`src/design/c16fp_pkg.sv`:
```
// Package for the CRC-16 framed packet parser: phase and status types,
// frame constants, field widths, the byte-wide CRC update and the opcode set.
// No dependencies.
`default_nettype none

package c16fp_pkg;

    // Frame constants
    localparam logic [7:0]  SYNC_BYTE_1 = 8'h55;
    localparam logic [7:0]  SYNC_BYTE_2 = 8'h66;
    localparam logic [15:0] CRC_POLY    = 16'h1021;
    localparam int          FRAME_OVERHEAD = 10;
    localparam int          MAX_FRAME_BYTES_DEF = 1024;

    // Result payload layout, lowest bit first
    localparam int RES_BITS  = 59;
    localparam int DATA_BITS = 64;

    // Parser phase
    typedef enum logic [3:0] {
        PH_HUNT,
        PH_SYNC2,
        PH_CTRL,
        PH_LENL,
        PH_LENH,
        PH_SEQL,
        PH_SEQH,
        PH_OPC,
        PH_PAY,
        PH_CRCL,
        PH_CRCH
    } phase_t;

    // Verdict status
    typedef enum logic [1:0] {
        ST_OK,
        ST_BAD_HEADER,
        ST_TOO_LONG,
        ST_CRC_BAD
    } status_t;

    // Result kind carried in tuser
    typedef enum logic {
        KIND_PAYLOAD,
        KIND_VERDICT
    } kind_t;

    // CRC-16/XMODEM, one byte, MSB first
    function automatic logic [15:0] crc16_upd(input logic [15:0] crc, input logic [7:0] b);
        logic [15:0] c;
        c = crc ^ {b, 8'h00};
        for (int i = 0; i < 8; i++) begin
            c = c[15] ? ({c[14:0], 1'b0} ^ CRC_POLY) : {c[14:0], 1'b0};
        end
        return c;
    endfunction

    // Recognised opcode set
    function automatic logic op_known(input logic [7:0] op);
        logic k;
        case (op)
            8'h00, 8'h01, 8'h02, 8'h04, 8'h05, 8'h06, 8'h07, 8'h08, 8'h0a, 8'h0b,
            8'h0c, 8'h0d, 8'h0e, 8'h0f, 8'h10, 8'h11, 8'h12, 8'h13, 8'h14, 8'h15,
            8'h16, 8'h17, 8'h18, 8'h19, 8'h1a, 8'h1b, 8'h20, 8'h21, 8'h22, 8'h25,
            8'h26, 8'h27, 8'h28, 8'h29, 8'h2a, 8'h30, 8'h32, 8'h33, 8'h34, 8'h35,
            8'h37, 8'h38, 8'h39, 8'h3a, 8'h3b, 8'h3c, 8'h3e, 8'h40, 8'h42, 8'h43,
            8'h44, 8'h45, 8'h46, 8'h47, 8'h48, 8'h49, 8'h4d, 8'h4e, 8'h4f, 8'h50,
            8'h51, 8'h52, 8'h53, 8'h54, 8'h55, 8'h56, 8'h57, 8'h5f, 8'h60, 8'h61,
            8'h62, 8'h63, 8'h71, 8'h81, 8'h82, 8'h83, 8'hfa, 8'hfb, 8'hfc, 8'hfd,
            8'hfe:   k = 1'b1;
            default: k = 1'b0;
        endcase
        return k;
    endfunction

endpackage

`default_nettype wire

```
`src/design/crc16_frame_parser.sv`:
```
// Top level of the CRC-16 framed packet parser.
// Depends on c16fp_pkg (phase/status types, CRC update, opcode set).
//
// Usage:
//   Slave stream (s_axis_*) carries one received byte per transaction.
//   Master stream (m_axis_*) carries results: tuser is the kind (0 payload
//   byte passed through, 1 frame verdict), tdata the packed result fields.
//   Frame: 55 66, control, length LE, sequence LE, opcode, payload, CRC LE
//   (CRC-16 poly 0x1021, init 0, over all bytes before the CRC).
// Path: a byte accepted from s_axis is held in the input register and
//   parsed into the result register, which drives m_axis_tvalid.
// Throughput: one byte per cycle unless a stall (below) holds it; the
//   whole parse step is a single byte CRC update, a length compare and
//   the phase decode between the input register and the result register.
// Stall: while the result register is full and m_axis_tready is low, a
//   byte that gives a result waits in the input register; bytes that give
//   no result still pass. s_axis_tready then drops once the input register
//   is occupied and cannot move.
// Reset: rst_n clears both registers' valid flags and returns the parser
//   to hunting for the first sync byte.
`default_nettype none

module crc16_frame_parser
    import c16fp_pkg::*;
#(
    parameter int MAX_FRAME_BYTES = MAX_FRAME_BYTES_DEF
)
(
    input  wire logic        clk,
    input  wire logic        rst_n,
    input  wire logic        s_axis_tvalid,
    output logic             s_axis_tready,
    input  wire logic [7:0]  s_axis_tdata,   // [7:0] rx_byte
    output logic             m_axis_tvalid,
    input  wire logic        m_axis_tready,
    output logic [63:0]      m_axis_tdata,   // [7:0] payload_byte, [9:8] status,
                                             // [17:10] control_field,
                                             // [33:18] payload_len,
                                             // [49:34] seq_number,
                                             // [57:50] command_code,
                                             // [58] command_known, rest zero
    output logic             m_axis_tuser    // [0] kind
);

    localparam logic [17:0] MAX_TOTAL = 18'(MAX_FRAME_BYTES);
    localparam logic [17:0] OVERHEAD  = 18'(FRAME_OVERHEAD);

    // Input register
    logic       in_valid_reg;
    logic [7:0] in_byte_reg;

    // Parser state
    phase_t      phase_reg, phase_next;
    logic [15:0] idx_reg, idx_next;
    logic [15:0] crc_reg, crc_next;
    logic [7:0]  ctrl_reg, ctrl_next;
    logic [15:0] len_reg, len_next;
    logic [15:0] seq_reg, seq_next;
    logic [7:0]  opc_reg, opc_next;
    logic [7:0]  crc_low_reg, crc_low_next;

    // Result register
    logic                 out_valid_reg;
    kind_t                out_kind_reg, out_kind_next;
    logic [DATA_BITS-1:0] out_data_reg, out_data_next;

    // Step decode
    logic        produce;
    logic        is_verdict;
    status_t     res_status;
    logic        have_op;
    logic [15:0] len_full;
    logic [15:0] idx_inc;
    logic [15:0] rx_crc;
    logic [15:0] crc_step;
    logic        fire;
    logic [7:0]  b;

    assign b        = in_byte_reg;
    assign crc_step = crc16_upd(crc_reg, b);
    assign len_full = {b, len_reg[7:0]};
    assign idx_inc  = idx_reg + 16'd1;
    assign rx_crc   = {b, crc_low_reg};

    // Handshake: parse when the byte is held and its result has somewhere to go
    assign fire          = in_valid_reg && (!produce || !out_valid_reg || m_axis_tready);
    assign s_axis_tready = !in_valid_reg || fire;
    assign m_axis_tvalid = out_valid_reg;
    assign m_axis_tdata  = out_data_reg;
    assign m_axis_tuser  = out_kind_reg;

    // Next phase and held fields
    always_comb
    begin
        phase_next   = phase_reg;
        idx_next     = idx_reg;
        crc_next     = crc_reg;
        ctrl_next    = ctrl_reg;
        len_next     = len_reg;
        seq_next     = seq_reg;
        opc_next     = opc_reg;
        crc_low_next = crc_low_reg;
        case (phase_reg)
            PH_HUNT:
            begin
                if (b == SYNC_BYTE_1)
                begin
                    ctrl_next    = '0;
                    len_next     = '0;
                    seq_next     = '0;
                    opc_next     = '0;
                    crc_low_next = '0;
                    idx_next     = '0;
                    crc_next     = crc16_upd(16'h0000, b);
                    phase_next   = PH_SYNC2;
                end
            end
            PH_SYNC2:
            begin
                if (b != SYNC_BYTE_2)
                begin
                    phase_next = PH_HUNT;
                end
                else
                begin
                    crc_next   = crc_step;
                    phase_next = PH_CTRL;
                end
            end
            PH_CTRL:
            begin
                ctrl_next  = b;
                crc_next   = crc_step;
                phase_next = PH_LENL;
            end
            PH_LENL:
            begin
                len_next   = {8'h00, b};
                crc_next   = crc_step;
                phase_next = PH_LENH;
            end
            PH_LENH:
            begin
                len_next = len_full;
                crc_next = crc_step;
                if (({2'b00, len_full} + OVERHEAD) > MAX_TOTAL)
                    phase_next = PH_HUNT;
                else
                    phase_next = PH_SEQL;
            end
            PH_SEQL:
            begin
                seq_next   = {8'h00, b};
                crc_next   = crc_step;
                phase_next = PH_SEQH;
            end
            PH_SEQH:
            begin
                seq_next   = {b, seq_reg[7:0]};
                crc_next   = crc_step;
                phase_next = PH_OPC;
            end
            PH_OPC:
            begin
                opc_next   = b;
                crc_next   = crc_step;
                idx_next   = '0;
                phase_next = (len_reg == 16'd0) ? PH_CRCL : PH_PAY;
            end
            PH_PAY:
            begin
                crc_next = crc_step;
                idx_next = idx_inc;
                if (idx_inc >= len_reg)
                    phase_next = PH_CRCL;
            end
            PH_CRCL:
            begin
                crc_low_next = b;
                phase_next   = PH_CRCH;
            end
            PH_CRCH:
            begin
                phase_next = PH_HUNT;
            end
            default:
            begin
                phase_next = PH_HUNT;
            end
        endcase
    end

    // Result decode
    always_comb
    begin
        produce    = 1'b0;
        is_verdict = 1'b0;
        res_status = ST_OK;
        have_op    = 1'b0;
        case (phase_reg)
            PH_SYNC2:
            begin
                if (b != SYNC_BYTE_2)
                begin
                    produce    = 1'b1;
                    is_verdict = 1'b1;
                    res_status = ST_BAD_HEADER;
                end
            end
            PH_LENH:
            begin
                if (({2'b00, len_full} + OVERHEAD) > MAX_TOTAL)
                begin
                    produce    = 1'b1;
                    is_verdict = 1'b1;
                    res_status = ST_TOO_LONG;
                end
            end
            PH_PAY:
            begin
                produce = 1'b1;
            end
            PH_CRCH:
            begin
                produce    = 1'b1;
                is_verdict = 1'b1;
                have_op    = 1'b1;
                res_status = (rx_crc == crc_reg) ? ST_OK : ST_CRC_BAD;
            end
            default:
            begin
                produce = 1'b0;
            end
        endcase

        if (is_verdict)
        begin
            out_kind_next = KIND_VERDICT;
            out_data_next = {{(DATA_BITS - RES_BITS){1'b0}},
                             have_op && op_known(opc_reg),
                             opc_reg, seq_reg, len_next, ctrl_reg,
                             res_status, 8'h00};
        end
        else
        begin
            out_kind_next = KIND_PAYLOAD;
            out_data_next = {{(DATA_BITS - 8){1'b0}}, b};
        end
    end

    // Input register
    always_ff @(posedge clk or negedge rst_n)
    begin
        if (!rst_n)
        begin
            in_valid_reg <= 1'b0;
            in_byte_reg  <= '0;
        end
        else if (s_axis_tready)
        begin
            in_valid_reg <= s_axis_tvalid;
            if (s_axis_tvalid)
                in_byte_reg <= s_axis_tdata;
        end
    end

    // Parser state
    always_ff @(posedge clk or negedge rst_n)
    begin
        if (!rst_n)
        begin
            phase_reg   <= PH_HUNT;
            idx_reg     <= '0;
            crc_reg     <= '0;
            ctrl_reg    <= '0;
            len_reg     <= '0;
            seq_reg     <= '0;
            opc_reg     <= '0;
            crc_low_reg <= '0;
        end
        else if (fire)
        begin
            phase_reg   <= phase_next;
            idx_reg     <= idx_next;
            crc_reg     <= crc_next;
            ctrl_reg    <= ctrl_next;
            len_reg     <= len_next;
            seq_reg     <= seq_next;
            opc_reg     <= opc_next;
            crc_low_reg <= crc_low_next;
        end
    end

    // Result register
    always_ff @(posedge clk or negedge rst_n)
    begin
        if (!rst_n)
        begin
            out_valid_reg <= 1'b0;
            out_kind_reg  <= KIND_PAYLOAD;
            out_data_reg  <= '0;
        end
        else if (fire && produce)
        begin
            out_valid_reg <= 1'b1;
            out_kind_reg  <= out_kind_next;
            out_data_reg  <= out_data_next;
        end
        else if (m_axis_tready)
        begin
            out_valid_reg <= 1'b0;
        end
    end

endmodule

`default_nettype wire

```
`config.mk`:
```
export PLATFORM = sky130hd
export DESIGN_NAME = crc16_frame_parser
export DESIGN_NICKNAME = d
export VERILOG_FILES = /design/src/design/c16fp_pkg.sv /design/src/design/crc16_frame_parser.sv
export SDC_FILE = /design/constraint.sdc
export NUM_CORES = 1
export LEC_CHECK = 0
export BUFFER_PORTS_ARGS = -buffer_cell sky130_fd_sc_hd__buf_2
export CELL_PAD_IN_SITES_DETAIL_PLACEMENT = 1
export CELL_PAD_IN_SITES_GLOBAL_PLACEMENT = 2
export CORE_ASPECT_RATIO = 1.5
export CORE_MARGIN = 5
export CORE_UTILIZATION = 36
export CTS_CLUSTER_DIAMETER = 200
export DETAILED_ROUTE_END_ITERATION = 6
export PLACE_DENSITY = 0.78
export RECOVER_POWER = 25
export SYNTH_ARGS = -nofsm -noshare
export SYNTH_HDL_FRONTEND = slang
export SYNTH_SLANG_ARGS = --single-unit
export TNS_END_PERCENT = 20
```
`constraint.sdc`:
```
create_clock -name clk -period 7.3 [get_ports clk]
set_input_delay 0.365 -clock clk [delete_from_list [all_inputs] [get_ports clk]]
set_output_delay 0.365 -clock clk [all_outputs]
set_load 0.03 [all_outputs]
```
==> flow_summary.ini <==
[timing]
tns_ps = 0
max-slew-margin-rel = 0.254
period_share = 0.489
max_freq_ghz = 0.280
fin_skew_ps = 12.5
rsz0062_at_grt = no
tightest_slew_ps = 1110
hold_viol = 0
slew_viol_final = 0
fin_crit_ps = 3570
setup_viol = 0
setup_ws_ps = 3730

[floorplan]
rows = 69
initial_core_util = 0.366
io_pins = 79
die_y_um = 200
dieArea_um2 = 27400
core-area_um2 = 23700
die_width_um = 137

[hold_path]
hp-class = input pin to asynchronous set/reset pin

[detailed_routing]
ant_nets = 0
first_pass_iters = 4
wirelength_mm = 24.3
vias = 6416
drt_iter0_markers = 241
drc = 0
via_per_inst = 5.42
routedWlPerCell_um = 20.6

[setup_path]
cpMostUsedCell = nor2_1
max_stage_delay_ps = 960
path_cells = and4bb_2 -> a2111oi_4 -> nor2_1 -> nor2_1 -> nor3_2 -> or2_2 -> buf_2
path_class = flip-flop to output port
critPathSlowestCell = dfrtp_1
setup.worst_path.end_class = output port
startpoint_type = flip-flop
path_max_fanout = 17
arrival_ps = 3210
cp_data_required_time_ps = 6930

[global_routing]
antenna_found_initial = 0
grt_pass1_vias = 6875
grt-ovfl-total = 0
grt_usage = 0.181
grt_max_degree = 94
grt_pass1_wl_mm = 38.8

[logic_synthesis]
netlist_instances = 812
synth_xor_area_frac = 0.0715
ys_async_sr_fraction = 1.00
synth_top_area_frac = 0.466
yosys.area.top_type = dfrtp_1
yosys-top-cells-area = dfrtp_1, a22o_1, xor2_1, xnor2_1, mux2_4
synth_edf_count = 0
ys_seq_elements = 162
synth-compound-area-share = 0.203
ys_warn_count = 0
syn_avg_cell_area_um2 = 10.7
synth_cell_types = 74
ys_seq_area_frac = 0.466
synthMuxAreaShare = 0.0607
netlist_area_um2 = 8700
synth_ff_type = dfrtp_1
yosys.area_share.simple = 0.116
synth_top_family_by_area = compound AO/OA/AOI/OAI gates
yosys.area_share.adder = 0.0259

[clock_network]
cts_tree = yes
clock_latency_ps = 440
cts_made_buffers = 17
root_buffer = clkbuf_16
hold_buffers = 0
cts_sinks = 162
htreeDepth = 4
clk_pin_slew_worst_paths_ps = 70
cts_setup_buffers = 0
cts_max_path_buffers = 2
cts_resized = 0

[power]
power_per_cell_area_nw_per_um2 = 478
fin_total_pwr_mw = 4.66
vdd_drop_max_uv = 192
p_leak_nw = 4.48

[place]
dp_slack_ps = 3730
portBuffers = 73
gp_congestion = 0.804
hpwl_mm = 17.0
placedInstanceArea_um2 = 9220

[final_layout]
antennaDiodeCount = 0
areaGrowthSynthToFinish_pct = 12.2
fin_nets = 881
final_util = 0.411
postLayoutCellArea_um2 = 9760
largest_reg_flops = 59
drive_gt1_frac = 0.201

[job]
maxCapViolations = 0

[run_status]
status = finished clean
[critical path, delay by kind of cell, from the launching register on]
| family | cells | cell delay (ps) |
|---|---|---|
| and+or+nand+nor | 5 | 1130 |
| DFF | 1 | 960 |
| AOI/OAI and AO/OA | 1 | 490 |
| buffers and inverters | 1 | 180 |
[cells in the mapped netlist (6+ instances only)]
master    number
nor3_1        11
xor2_1        40
nand2_1       41
nand4_1        6
and3_1         7
nor4_1        10
nand2b_1      15
o21ai_0       53
clkbuf_1      29
nor2b_1        6
ha_1          18
inv_1         36
dfrtp_1      162
nand3_1       32
buf_1          6
a22o_1        97
o31ai_1       13
buf_4          6
a21oi_1       18
buf_2         21
nor2_1        27
mux2_2        22
xnor2_1       31
mux2_4        18
[where the power goes]
part           internal (mW)  total, mW  switching (mW)  leakage, nW
Combinational          0.923       2.18            1.26         2.08
Sequential              1.21       1.62           0.411         2.14
Clock                  0.447      0.853           0.407        0.268
Total                   2.58       4.66            2.08         4.48
[path summary, 6_finish.rpt]
kind	start	to	slack (ps)	cells after the start
max in group asynchronous	rst_n	m_axis_tdata[5]	5780	2
hold reg to reg	ctrl_reg[6]	m_axis_tdata[16]	500	1
hold / removal	rst_n	m_axis_tdata[53]	10	1
setup / recovery	b[4]	s_axis_tready	3730	7
min in group clk	s_axis_tdata[4]	b[4]	160	2
setup reg to reg	b[0]	m_axis_tdata[31]	3790	7
[layer usage]
layer	vias to the layer above	wire (µm)	GRT usage
li1	3005	-	-
met1	3316	9900	0.211
met2	72	13500	0.331
met3	23	529	0.0299
met4	0	450	0.0549
met5	-	0	0
[per-stage QoR]
| stage | hold slack [ps] | std cells |
|---|---|---|
| floorplan | 69.4 | 816 |
| global placement | 468 | 1151 |
| detailed placement | 479 | 1151 |
| CTS | 50.8 | 1183 |
| global route | 83.6 | 1183 |
| finish | 13.5 | 1183 |
[cells in the final DEF (no fill, tap or decap), types with 4 or more instances in the layout]
master,netlist,layout
o21ai_0,53,53
buf_4,6,11
a31oi_1,4,4
nand4_1,6,6
nand2_1,41,41
buf_2,21,68
clkbuf_1,29,5
mux2_2,22,22
mux2_4,18,18
o211ai_1,5,5
dfrtp_1,162,162
nand2b_1,15,15
nand3_1,32,32
nor3_1,11,11
nor4_1,10,10
inv_6,0,5
nor2b_1,6,6
and4_1,4,4
and3_1,7,7
clkbuf_16,0,17
xnor2_1,31,31
inv_1,36,36
ha_1,18,18
o31ai_1,13,12
xor2_1,40,40
a21oi_1,18,18
nor2_1,27,27
a22o_1,97,97
a21o_1,5,5
conb_1,1,5
[logic make-up after synthesis]
family                   count (synthesis)
flip-flops                             162
XOR/XNOR                                71
multiplexers                            41
adder cells (fa/ha/maj)                 18
AND/OR/NAND/NOR                        184
AO/OA/AOI/OAI                          231
buffers and inverters                  104
other                                    1
[cell type report]
cell class | instances | area, µm²
clock inverters | 14 | 120
flip-flops and latches | 162 | 4050
well taps | 319 | 399
multi-input cells | 550 | 4170
repair buffers | 84 | 449
clock buffers | 18 | 429
inverters | 36 | 135
fillers | 2622 | 14000
(Power assumes the default switching activity.)
